==> src/rtl/lohc_pkg.sv <==
`timescale 1ns / 1ps
// ---------------------------------------------------------------------------
// lohc_pkg: shared types and constants of the loose object header check
// Status codes, type names, verdict record and field widths.
// ---------------------------------------------------------------------------
package lohc_pkg;

   localparam int LEN_W                = 31;
   localparam int ACC_W                = 64;
   localparam int OFFSET_W             = 6;
   localparam int HEADER_LIMIT_DEFAULT = 32;

   localparam logic [LEN_W-1:0] LEN_MAX       = {LEN_W{1'b1}};
   localparam logic [LEN_W-1:0] MAX_LEN_RESET = 31'd1073741824;

   localparam logic [7:0] CHAR_NUL   = 8'h00;
   localparam logic [7:0] CHAR_SPACE = 8'h20;
   localparam logic [7:0] CHAR_0     = 8'h30;
   localparam logic [7:0] CHAR_9     = 8'h39;

   typedef enum logic [2:0] {
      ST_OK        = 3'd0,
      ST_NO_NUL    = 3'd1,
      ST_BAD_TYPE  = 3'd2,
      ST_BAD_DIGIT = 3'd3,
      ST_OVERFLOW  = 3'd4,
      ST_MISMATCH  = 3'd5,
      ST_TOO_LONG  = 3'd6
   } status_type;

   typedef enum logic [1:0] {
      OBJ_BLOB   = 2'd0,
      OBJ_TREE   = 2'd1,
      OBJ_COMMIT = 2'd2,
      OBJ_TAG    = 2'd3
   } obj_type;

   // one byte of the object as held in the input register
   typedef struct packed {
      logic [7:0] data_byte;
      logic       last;
   } byte_item_type;

   // verdict for one object, handed to the result register
   typedef struct packed {
      status_type       status;
      obj_type          kind;
      logic [LEN_W-1:0] size;
      logic [OFFSET_W-1:0] offset;
   } verdict_type;

   // length of each type name
   function automatic logic [2:0] type_len(input logic [1:0] k);
      logic [2:0] len;
      unique case (obj_type'(k))
         OBJ_BLOB:   len = 3'd4;
         OBJ_TREE:   len = 3'd4;
         OBJ_COMMIT: len = 3'd6;
         OBJ_TAG:    len = 3'd3;
         default:    len = 3'd0;
      endcase
      return len;
   endfunction

   // character of a type name at a given position
   function automatic logic [7:0] type_char(input logic [1:0] k, input logic [2:0] idx);
      logic [7:0] c;
      c = 8'h00;
      unique case (obj_type'(k))
         OBJ_BLOB: begin
            unique case (idx)
               3'd0:    c = "b";
               3'd1:    c = "l";
               3'd2:    c = "o";
               3'd3:    c = "b";
               default: c = 8'h00;
            endcase
         end
         OBJ_TREE: begin
            unique case (idx)
               3'd0:    c = "t";
               3'd1:    c = "r";
               3'd2:    c = "e";
               3'd3:    c = "e";
               default: c = 8'h00;
            endcase
         end
         OBJ_COMMIT: begin
            unique case (idx)
               3'd0:    c = "c";
               3'd1:    c = "o";
               3'd2:    c = "m";
               3'd3:    c = "m";
               3'd4:    c = "i";
               3'd5:    c = "t";
               default: c = 8'h00;
            endcase
         end
         OBJ_TAG: begin
            unique case (idx)
               3'd0:    c = "t";
               3'd1:    c = "a";
               3'd2:    c = "g";
               default: c = 8'h00;
            endcase
         end
         default: c = 8'h00;
      endcase
      return c;
   endfunction

endpackage

==> src/rtl/lohc_in_reg.sv <==
`timescale 1ns / 1ps
// ---------------------------------------------------------------------------
// lohc_in_reg: input register of the header check
// Takes one byte transfer a cycle while not stalled and holds it until the scan stage uses it.
// ---------------------------------------------------------------------------
module lohc_in_reg
   import lohc_pkg::*;
(
   input  logic          clock,
   input  logic          reset,
   input  logic          req_valid,
   output logic          req_stall,
   input  logic [7:0]    req_data_byte,
   input  logic          req_last,
   input  logic          advance,
   output logic          item_valid,
   output byte_item_type item
);

   logic          valid_ff;
   logic          valid_in;
   byte_item_type item_ff;
   logic          take;

   // stall only while a held byte cannot move on
   assign req_stall = valid_ff && !advance;
   assign take      = req_valid && !req_stall;

   always_comb begin
      valid_in = valid_ff;
      if (take) begin
         valid_in = 1'b1;
      end else if (advance) begin
         valid_in = 1'b0;
      end
   end

   // hold control state
   always_ff @(posedge clock) begin
      if (reset) begin
         valid_ff <= 1'b0;
      end else begin
         valid_ff <= valid_in;
      end
   end

   // capture payload on each transfer
   always_ff @(posedge clock) begin
      if (take) begin
         item_ff.data_byte <= req_data_byte;
         item_ff.last      <= req_last;
      end
   end

   assign item_valid = valid_ff;
   assign item       = item_ff;

endmodule

==> src/rtl/lohc_scan.sv <==
`timescale 1ns / 1ps
// ---------------------------------------------------------------------------
// lohc_scan: per-object header scan
// Tracks type candidates, decimal size, counts and the first digit error,
// and forms the verdict for the byte that closes the object.
// ---------------------------------------------------------------------------
module lohc_scan
   import lohc_pkg::*;
#(
   parameter int HEADER_LIMIT = HEADER_LIMIT_DEFAULT
) (
   input  logic             clock,
   input  logic             reset,
   input  logic             step,
   input  byte_item_type    item,
   input  logic [LEN_W-1:0] max_len,
   output verdict_type      verdict
);

   localparam int POS_W = $clog2(HEADER_LIMIT + 2);

   logic [POS_W-1:0] pos_ff,   pos_in;
   logic             in_body_ff, in_body_in;
   logic [3:0]       cand_ff,  cand_in;
   logic [ACC_W-1:0] acc_ff,   acc_in;
   status_type       ferr_ff,  ferr_in;
   logic [LEN_W-1:0] body_ff,  body_in;
   logic [LEN_W-1:0] total_ff, total_in;
   logic             ovf_ff,   ovf_in;

   logic             digit_hit;
   logic [3:0]       dval;
   logic [ACC_W+3:0] prod;
   logic             type_ok;
   obj_type          kind;
   status_type       status;
   logic [6:0]       off7;

   // advance the per-byte state
   always_comb begin
      pos_in     = pos_ff;
      in_body_in = in_body_ff;
      cand_in    = cand_ff;
      acc_in     = acc_ff;
      ferr_in    = ferr_ff;
      body_in    = body_ff;
      total_in   = total_ff;
      ovf_in     = ovf_ff;
      digit_hit  = 1'b0;
      dval       = 4'd0;
      prod       = '0;

      if (total_ff == LEN_MAX) begin
         ovf_in = 1'b1;
      end else begin
         total_in = total_ff + 1'b1;
      end

      if (in_body_ff) begin
         if (body_ff != LEN_MAX) begin
            body_in = body_ff + 1'b1;
         end
      end else if (pos_ff <= POS_W'(HEADER_LIMIT)) begin
         if (item.data_byte == CHAR_NUL) begin
            in_body_in = 1'b1;
         end else begin
            for (int k = 0; k < 4; k++) begin
               if (cand_ff[k]) begin
                  if (pos_ff < POS_W'(type_len(2'(k)))) begin
                     if (item.data_byte != type_char(2'(k), pos_ff[2:0])) begin
                        cand_in[k] = 1'b0;
                     end
                  end else if (pos_ff == POS_W'(type_len(2'(k)))) begin
                     if (item.data_byte != CHAR_SPACE) begin
                        cand_in[k] = 1'b0;
                     end
                  end else begin
                     digit_hit = 1'b1;
                  end
               end
            end
            pos_in = pos_ff + 1'b1;

            // accumulate a size digit: acc * 10 + d, flag 64-bit overflow
            if (digit_hit && ferr_ff == ST_OK) begin
               if (item.data_byte < CHAR_0 || item.data_byte > CHAR_9) begin
                  ferr_in = ST_BAD_DIGIT;
               end else begin
                  dval = item.data_byte[3:0];
                  prod = ({4'd0, acc_ff} << 3) + ({4'd0, acc_ff} << 1)
                       + (ACC_W+4)'(dval);
                  if (prod[ACC_W+3:ACC_W] != 4'd0) begin
                     ferr_in = ST_OVERFLOW;
                  end else begin
                     acc_in = prod[ACC_W-1:0];
                  end
               end
            end
         end
      end
   end

   // pick the matching type; a closing NUL leaves position and candidates as held
   always_comb begin
      type_ok = 1'b0;
      kind    = OBJ_BLOB;
      for (int k = 3; k >= 0; k--) begin
         if (cand_ff[k] && int'(pos_ff) > int'(type_len(2'(k))) + 1) begin
            type_ok = 1'b1;
            kind    = obj_type'(2'(k));
         end
      end
   end

   // rank the errors
   always_comb begin
      priority if (ovf_in || total_in > max_len) begin
         status = ST_TOO_LONG;
      end else if (!in_body_in) begin
         status = ST_NO_NUL;
      end else if (!type_ok) begin
         status = ST_BAD_TYPE;
      end else if (ferr_ff != ST_OK) begin
         status = ferr_ff;
      end else if (acc_ff != ACC_W'(body_in)) begin
         status = ST_MISMATCH;
      end else begin
         status = ST_OK;
      end
   end

   // fill the verdict; detail fields only for ok and mismatch
   always_comb begin
      off7           = 7'(pos_ff) + 7'd1;
      verdict.status = status;
      verdict.kind   = OBJ_BLOB;
      verdict.size   = '0;
      verdict.offset = '0;
      if (status == ST_OK || status == ST_MISMATCH) begin
         verdict.kind   = kind;
         verdict.size   = (acc_ff > ACC_W'(LEN_MAX)) ? LEN_MAX : acc_ff[LEN_W-1:0];
         verdict.offset = off7[OFFSET_W-1:0];
      end
   end

   // hold state; drop it after the closing byte
   always_ff @(posedge clock) begin
      if (reset || (step && item.last)) begin
         pos_ff     <= '0;
         in_body_ff <= 1'b0;
         cand_ff    <= 4'b1111;
         acc_ff     <= '0;
         ferr_ff    <= ST_OK;
         body_ff    <= '0;
         total_ff   <= '0;
         ovf_ff     <= 1'b0;
      end else if (step) begin
         pos_ff     <= pos_in;
         in_body_ff <= in_body_in;
         cand_ff    <= cand_in;
         acc_ff     <= acc_in;
         ferr_ff    <= ferr_in;
         body_ff    <= body_in;
         total_ff   <= total_in;
         ovf_ff     <= ovf_in;
      end
   end

endmodule

==> src/rtl/lohc_out_reg.sv <==
`timescale 1ns / 1ps
// ---------------------------------------------------------------------------
// lohc_out_reg: result register of the header check
// Holds one verdict until the receiver takes the transfer.
// ---------------------------------------------------------------------------
module lohc_out_reg
   import lohc_pkg::*;
(
   input  logic                clock,
   input  logic                reset,
   input  logic                load,
   input  verdict_type         verdict,
   output logic                ready,
   output logic                rsp_valid,
   input  logic                rsp_stall,
   output logic                rsp_ok,
   output logic [2:0]          rsp_status,
   output logic [1:0]          rsp_obj_kind,
   output logic [LEN_W-1:0]    rsp_declared_size,
   output logic [OFFSET_W-1:0] rsp_data_start
);

   logic        valid_ff;
   verdict_type verdict_ff;

   // free when empty or the held verdict leaves this cycle
   assign ready = !(valid_ff && rsp_stall);

   always_ff @(posedge clock) begin
      if (reset) begin
         valid_ff <= 1'b0;
      end else if (load) begin
         valid_ff <= 1'b1;
      end else if (!rsp_stall) begin
         valid_ff <= 1'b0;
      end
   end

   always_ff @(posedge clock) begin
      if (load) begin
         verdict_ff <= verdict;
      end
   end

   assign rsp_valid         = valid_ff;
   assign rsp_ok            = (verdict_ff.status == ST_OK);
   assign rsp_status        = verdict_ff.status;
   assign rsp_obj_kind      = verdict_ff.kind;
   assign rsp_declared_size = verdict_ff.size;
   assign rsp_data_start    = verdict_ff.offset;

endmodule

==> src/rtl/loose_object_header_check_top.sv <==
`timescale 1ns / 1ps
// ---------------------------------------------------------------------------
// loose_object_header_check_top: header check of an inflated loose object
// Checks "<type> <decimal>\0", the size against the body and the length limit.
// ---------------------------------------------------------------------------
// Usage:
//   The req_ channel carries the object one byte per transfer, req_last on
//   the final byte. Only the final byte produces a transfer on the rsp_
//   channel: ok, status, object type, declared size and body offset.
//   csr_wr_en with csr_wr_data sets the length limit; write it while idle.
// Timing:
//   One byte is taken every cycle while req_stall is low. A byte is held in
//   the input register and scanned from there; the last byte of an object
//   loads its verdict into the result register, which offers it. The per-byte
//   path is the type compare and the shift-add of the 64-bit size value.
// Reset:
//   Synchronous, active high; clears the scan state, empties both registers
//   and sets the length limit to 1073741824.
// Stall:
//   While rsp_stall holds a verdict, further body and header bytes still
//   flow; a final byte waits in the input register and req_stall rises.
// ---------------------------------------------------------------------------
module loose_object_header_check_top
   import lohc_pkg::*;
#(
   parameter int HEADER_LIMIT = HEADER_LIMIT_DEFAULT
) (
   input  logic                clock,
   input  logic                reset,
   input  logic                req_valid,
   output logic                req_stall,
   input  logic [7:0]          req_data_byte,
   input  logic                req_last,
   output logic                rsp_valid,
   input  logic                rsp_stall,
   output logic                rsp_ok,
   output logic [2:0]          rsp_status,
   output logic [1:0]          rsp_obj_kind,
   output logic [LEN_W-1:0]    rsp_declared_size,
   output logic [OFFSET_W-1:0] rsp_data_start,
   input  logic                csr_wr_en,
   input  logic [LEN_W-1:0]    csr_wr_data
);

   logic [LEN_W-1:0] limit_ff;
   logic             item_valid;
   byte_item_type    item;
   logic             advance;
   logic             out_ready;
   verdict_type      verdict;

   // length limit register
   always_ff @(posedge clock) begin
      if (reset) begin
         limit_ff <= MAX_LEN_RESET;
      end else if (csr_wr_en) begin
         limit_ff <= csr_wr_data;
      end
   end

   // a closing byte moves on only when the result register is free
   assign advance = item_valid && (!item.last || out_ready);

   lohc_in_reg u_in_reg (
      .clock         (clock),
      .reset         (reset),
      .req_valid     (req_valid),
      .req_stall     (req_stall),
      .req_data_byte (req_data_byte),
      .req_last      (req_last),
      .advance       (advance),
      .item_valid    (item_valid),
      .item          (item)
   );

   lohc_scan #(
      .HEADER_LIMIT (HEADER_LIMIT)
   ) u_scan (
      .clock   (clock),
      .reset   (reset),
      .step    (advance),
      .item    (item),
      .max_len (limit_ff),
      .verdict (verdict)
   );

   lohc_out_reg u_out_reg (
      .clock             (clock),
      .reset             (reset),
      .load              (advance && item.last),
      .verdict           (verdict),
      .ready             (out_ready),
      .rsp_valid         (rsp_valid),
      .rsp_stall         (rsp_stall),
      .rsp_ok            (rsp_ok),
      .rsp_status        (rsp_status),
      .rsp_obj_kind      (rsp_obj_kind),
      .rsp_declared_size (rsp_declared_size),
      .rsp_data_start    (rsp_data_start)
   );

   // a blocked closing byte means a verdict is waiting at the output
   a_blocked_last: assert property (@(posedge clock) disable iff (reset)
      (item_valid && item.last && !advance) |-> (rsp_valid && rsp_stall))
      else $error("closing byte blocked without a waiting verdict");

   // every closing byte that moves on yields a verdict next cycle
   a_verdict_follows: assert property (@(posedge clock) disable iff (reset)
      (advance && item.last) |=> rsp_valid)
      else $error("verdict missing after closing byte");

   // detail fields are zero unless ok or size mismatch
   a_detail_zero: assert property (@(posedge clock) disable iff (reset)
      (rsp_valid && rsp_status != ST_OK && rsp_status != ST_MISMATCH) |->
      (rsp_obj_kind == 2'd0 && rsp_declared_size == '0 && rsp_data_start == '0))
      else $error("detail fields set for an error verdict");

   // the shortest good header is "tag 0" so the body starts at six or later
   a_ok_offset: assert property (@(posedge clock) disable iff (reset)
      (rsp_valid && rsp_ok) |-> (rsp_data_start >= OFFSET_W'(6)))
      else $error("ok verdict with a short header");

endmodule

==> config.mk <==
export PLATFORM = sky130hd
export DESIGN_NAME = loose_object_header_check_top
export DESIGN_NICKNAME = d
export VERILOG_FILES = /design/src/rtl/lohc_pkg.sv /design/src/rtl/lohc_in_reg.sv /design/src/rtl/lohc_scan.sv /design/src/rtl/lohc_out_reg.sv /design/src/rtl/loose_object_header_check_top.sv
export SDC_FILE = /design/constraint.sdc
export NUM_CORES = 1
export LEC_CHECK = 0
export ABC_AREA = 1
export BUFFER_PORTS_ARGS = -buffer_cell sky130_fd_sc_hd__buf_2
export CAP_MARGIN = 20
export CELL_PAD_IN_SITES_DETAIL_PLACEMENT = 0
export CELL_PAD_IN_SITES_GLOBAL_PLACEMENT = 1
export CORE_MARGIN = 2
export CORE_UTILIZATION = 46
export CTS_CLUSTER_DIAMETER = 30
export CTS_CLUSTER_SIZE = 12
export DETAILED_ROUTE_END_ITERATION = 8
export PLACE_DENSITY_LB_ADDON = 0.1
export SETUP_SLACK_MARGIN = 0.1
export SLEW_MARGIN = 30
export SYNTH_ARGS = -nofsm -noshare
export SYNTH_HDL_FRONTEND = slang
export SYNTH_SLANG_ARGS = --single-unit
==> constraint.sdc <==
create_clock -name clock -period 4.95 [get_ports clock]
set_input_delay 1.2375 -clock clock [delete_from_list [all_inputs] [get_ports clock]]
set_output_delay 1.2375 -clock clock [all_outputs]
set_load 0.05 [all_outputs]
==> out/results.txt <==
Pin placement for this block handled 90 I/O pins. Clock tree root driver cell: clkbuf_16. Leaving out fill and tap cells, the most frequent cells in the layout are nand2_1 (507), inv_1 (405), nor2_1 (368). The time the worst path needs with I/O delays and setup works out to 4.378 ns. For the worst-skew pair, the clock arrives at the later sink with an insertion delay of 0.57 ns. The core region is 38470 um2. The synthesized area divided by synthesized cell count is 6.700 um2, and the upper clock frequency limit is 0.2284 GHz.

STA classifies the critical path startpoint as a flop. The overflow left after global routing is 0. The final cell count without fillers came out at 3340.

After floorplanning, the core was divided into 72 placement rows. The logs give 5.36 ns for the required time at the worst-slack endpoint and 0.5718 ns for the setup slack of the critical path after layout. Number of storage elements in the synthesis netlist: 224. Of all flip-flops after synthesis, the portion carrying an async set or reset was 0%. Fraction of final layout cells with drive strength greater than 1: 9.603%. In this run the worst path has a maximum fanout of 39.

The area growth from synthesis to layout is 18.77%. Setup repair after global routing left no endpoint under its margin. Setup violations remaining at the end of the flow were counted as 0.

The static power due to leakage came out at 10.10 nW. TritonCTS built the clock tree. The maximum resistive drop on vdd was 0.0002551 V; the via density per instance was 5.228. The kind of capture point of the worst setup path is a flop. The number of antenna diodes in the final layout is 0. After layout, the worst path uses 88.45% of the clock period.

The H-tree was split into 3 levels. The final weighted congestion in routability-driven placement came out at 0.9525. For the pin with the worst max-slew slack, the measured transition is 0.8605 ns. The run gives 100 as the maximum number of pins on one net before global-route repair.

The minimum hold slack was 0.4620 ns. The net count of the finished layout is 2985. For this run, the register share of the synthesized area comes to 27.99%.

Most common library cell in the layout ignoring fill and taps: nand2_1. The clock net in this run drives a total of 224 sinks. The synthesized design contains 51 enable-type register cells.

The number of warnings reported in the yosys synthesis log was 0. The setup path with the least slack is of type reg -> reg. Buffers inserted to repair hold after CTS numbered 0. The tightest min-delay check is of the reg -> reg type.

For the pre-CTS setup slack, the log shows 0.3897 ns. The run gives 39950 um as the estimated wirelength of the detail-placed design. The number of different library cells used by synthesis comes to 55.

The post-route clock skew is 0.02063 ns, and the maximum buffer depth of the clock tree is 3. In this run the power density over the cells is 332.3 nW/um2. Headroom to the max-slew limit came out at 42.57%. The tools report the number of optimization iterations in the first detailed-route pass as 5. The first routing iteration left 1106 violations. Once the floorplan was initialized, standard cells occupied 46.38% of the core. In the routed design, unresolved DRC markers number 0.

The most instantiated flip-flop cell in the synthesis netlist was dfxtp_1. In this run the remaining antenna-violating nets after routing total 0. The total clock buffers created by CTS came out at 67. The area after detailed placement is 18760 um2, and the count of port buffers added during placement is 89. The first global-routing pass estimated 85480 um of wire.

Once layout is complete, the utilization of the core stands at 55.09%. The total nets after synthesis was 2876; the combined global-route utilization of all metal layers was 25.95%. The total chip power was 7.041 mW.

The number of global-route vias before repair was 16810. The die is 200.9 um wide. In the final timing run, aggregate negative setup slack is 0 ns.

The post-layout instance area is 21190 um2, and the placed instance count is 3217. The tools report the synthesized instance count as 2663. The final number of hold-violating endpoints was 0.

The detailed-route via count was 17460; the average wire length per cell after detail routing was 15.72 um. The die covers 40380 um2. The logs give 0 for the final-report max-slew violation count and 4.79 ns for the arrival time of data at the critical path endpoint.

The mapped cell area came out at 17840 um2. The flow ran to the end, and the final reports show no timing, DRC or antenna violations. Routed wire length: 52490 um. Max-cap violation count: 0. The clock transition time at the flip-flop clock pins of the worst setup and hold paths was 0.04 ns.

The run gives 1 as the number of antenna violations at the first check in global routing. The floorplan step set the die height to 200.9 um.
-- logic make-up after synthesis --
group,Yosys count,share of synthesized area (%)
buffers and inverters,480,10.56
and+or+nand+nor,1141,27.10
adders and majority gates,168,11.87
xor gates and xnor gates,106,5.203
AOI/OAI and AO/OA,544,17.28
DFF,224,27.99
-- state kept, by name, indices dropped and copies added, names as in the netlist --
signal and count:
limit_ff 31, u_in_reg.item 9, u_in_reg.item_valid 1, u_out_reg.rsp_data_start 6, u_out_reg.rsp_declared_size 31, u_out_reg.rsp_obj_kind 2, u_out_reg.rsp_status 3, u_out_reg.rsp_valid 1
u_scan.acc_ff 64, u_scan.body_ff 31, u_scan.cand_ff 4, u_scan.ferr_ff 2, u_scan.in_body_ff 1, u_scan.ovf_ff 1, u_scan.pos_ff 6, u_scan.total_ff 31
-- area by class of cell --
type	count	area, um2
clock buffers	91	1949
clock inverters	28	405.4
fillers	3950	17280
inverters	411	1544
multi-input cells	1959	11020
flip-flops and latches	224	4995
well taps	518	648.1
repair buffers	109	624.3
-- path summary, 6_finish.rpt --
| path | from | end | slack [ns] | cells after the start |
|---|---|---|---|---|
| max | u_scan.total_ff[0]$_SDFFE_PP0P_ | u_out_reg.rsp_declared_size[22]$_SDFFCE_PN0P_ | 0.57 | 25 |
| min | limit_ff[14]$_SDFFE_PP0P_ | limit_ff[14]$_SDFFE_PP0P_ | 0.46 | 2 |
| max reg2reg | u_scan.total_ff[0]$_SDFFE_PP0P_ | u_out_reg.rsp_declared_size[22]$_SDFFCE_PN0P_ | 0.57 | 25 |
| min reg2reg | limit_ff[14]$_SDFFE_PP0P_ | limit_ff[14]$_SDFFE_PP0P_ | 0.46 | 2 |
-- Yosys cell counts (all sizes together) (2+ instances only) --
master     n  area, um2
nand2    516       1952
inv      410       1539
nor2     386       1558
a21oi    209       1050
o21ai    195      983.4
dfxtp    173       3463
ha       166       2077
nand3    137      713.2
xor2      79      691.9
o21bai    75      563.0
clkbuf    54      202.7
edfxtp    51       1531
nand4     33      206.5
nor3      33      170.2
xnor2     27      236.5
nor4      17      106.4
buf       15      138.9
a21o      13      97.59
a31oi     13      81.33
o211ai    13      97.59
or2        8      50.05
a2111oi    5      43.79
a211oi     5      37.54
nand3b     5      37.54
a21boi     3      22.52
and3       3      18.77
o21a       3      22.52
o31ai      3      22.52
a221oi     2      17.52
fa         2      40.04
o2111ai    2      17.52
-- where the power goes --
group	switching [mW]	internal [mW]	total, mW
clock network	1.27	3.15	4.42
registers	0.0643	1.95	2.01
logic	0.402	0.204	0.606
total	1.74	5.31	7.04
-- layer usage --
layer	up-vias	part of all wire (%)	track usage, %
met2	365	46	43.29
li1	8976	-	-
met4	2	2.6	8.519
met3	83	4.8	4.399
met1	8035	46	34.06
met5	-	0.025	0
-- what timing repair did --
action	in CTS	in global routing
setup buffers	0	4
setup endpoints to repair	0	40
resized for setup	0	12
-- critical path, stage by stage, from the launching register on --
cell and delay, ns:
dfxtp_1 0.34, ha_1 0.23, nand3_1 0.17, inv_1 0.09, nand2_2 0.12, nor3_1 0.05, and3_1 0.19, nand2_1 0.11
nand4_1 0.18, nor2_2 0.23, nand3_2 0.15, nor2_2 0.20, xor2_1 0.21, ha_1 0.27, a21oi_1 0.13, o21ai_0 0.10
a21oi_2 0.19, nor3_1 0.07, a2111oi_1 0.27, nand3_1 0.12, nand2_1 0.11, nand2_1 0.07, nor2_1 0.15, nand2_2 0.09
buf_12 0.17, nor2_1 0.14
Note: power is estimated with default switching activity, not from simulation.
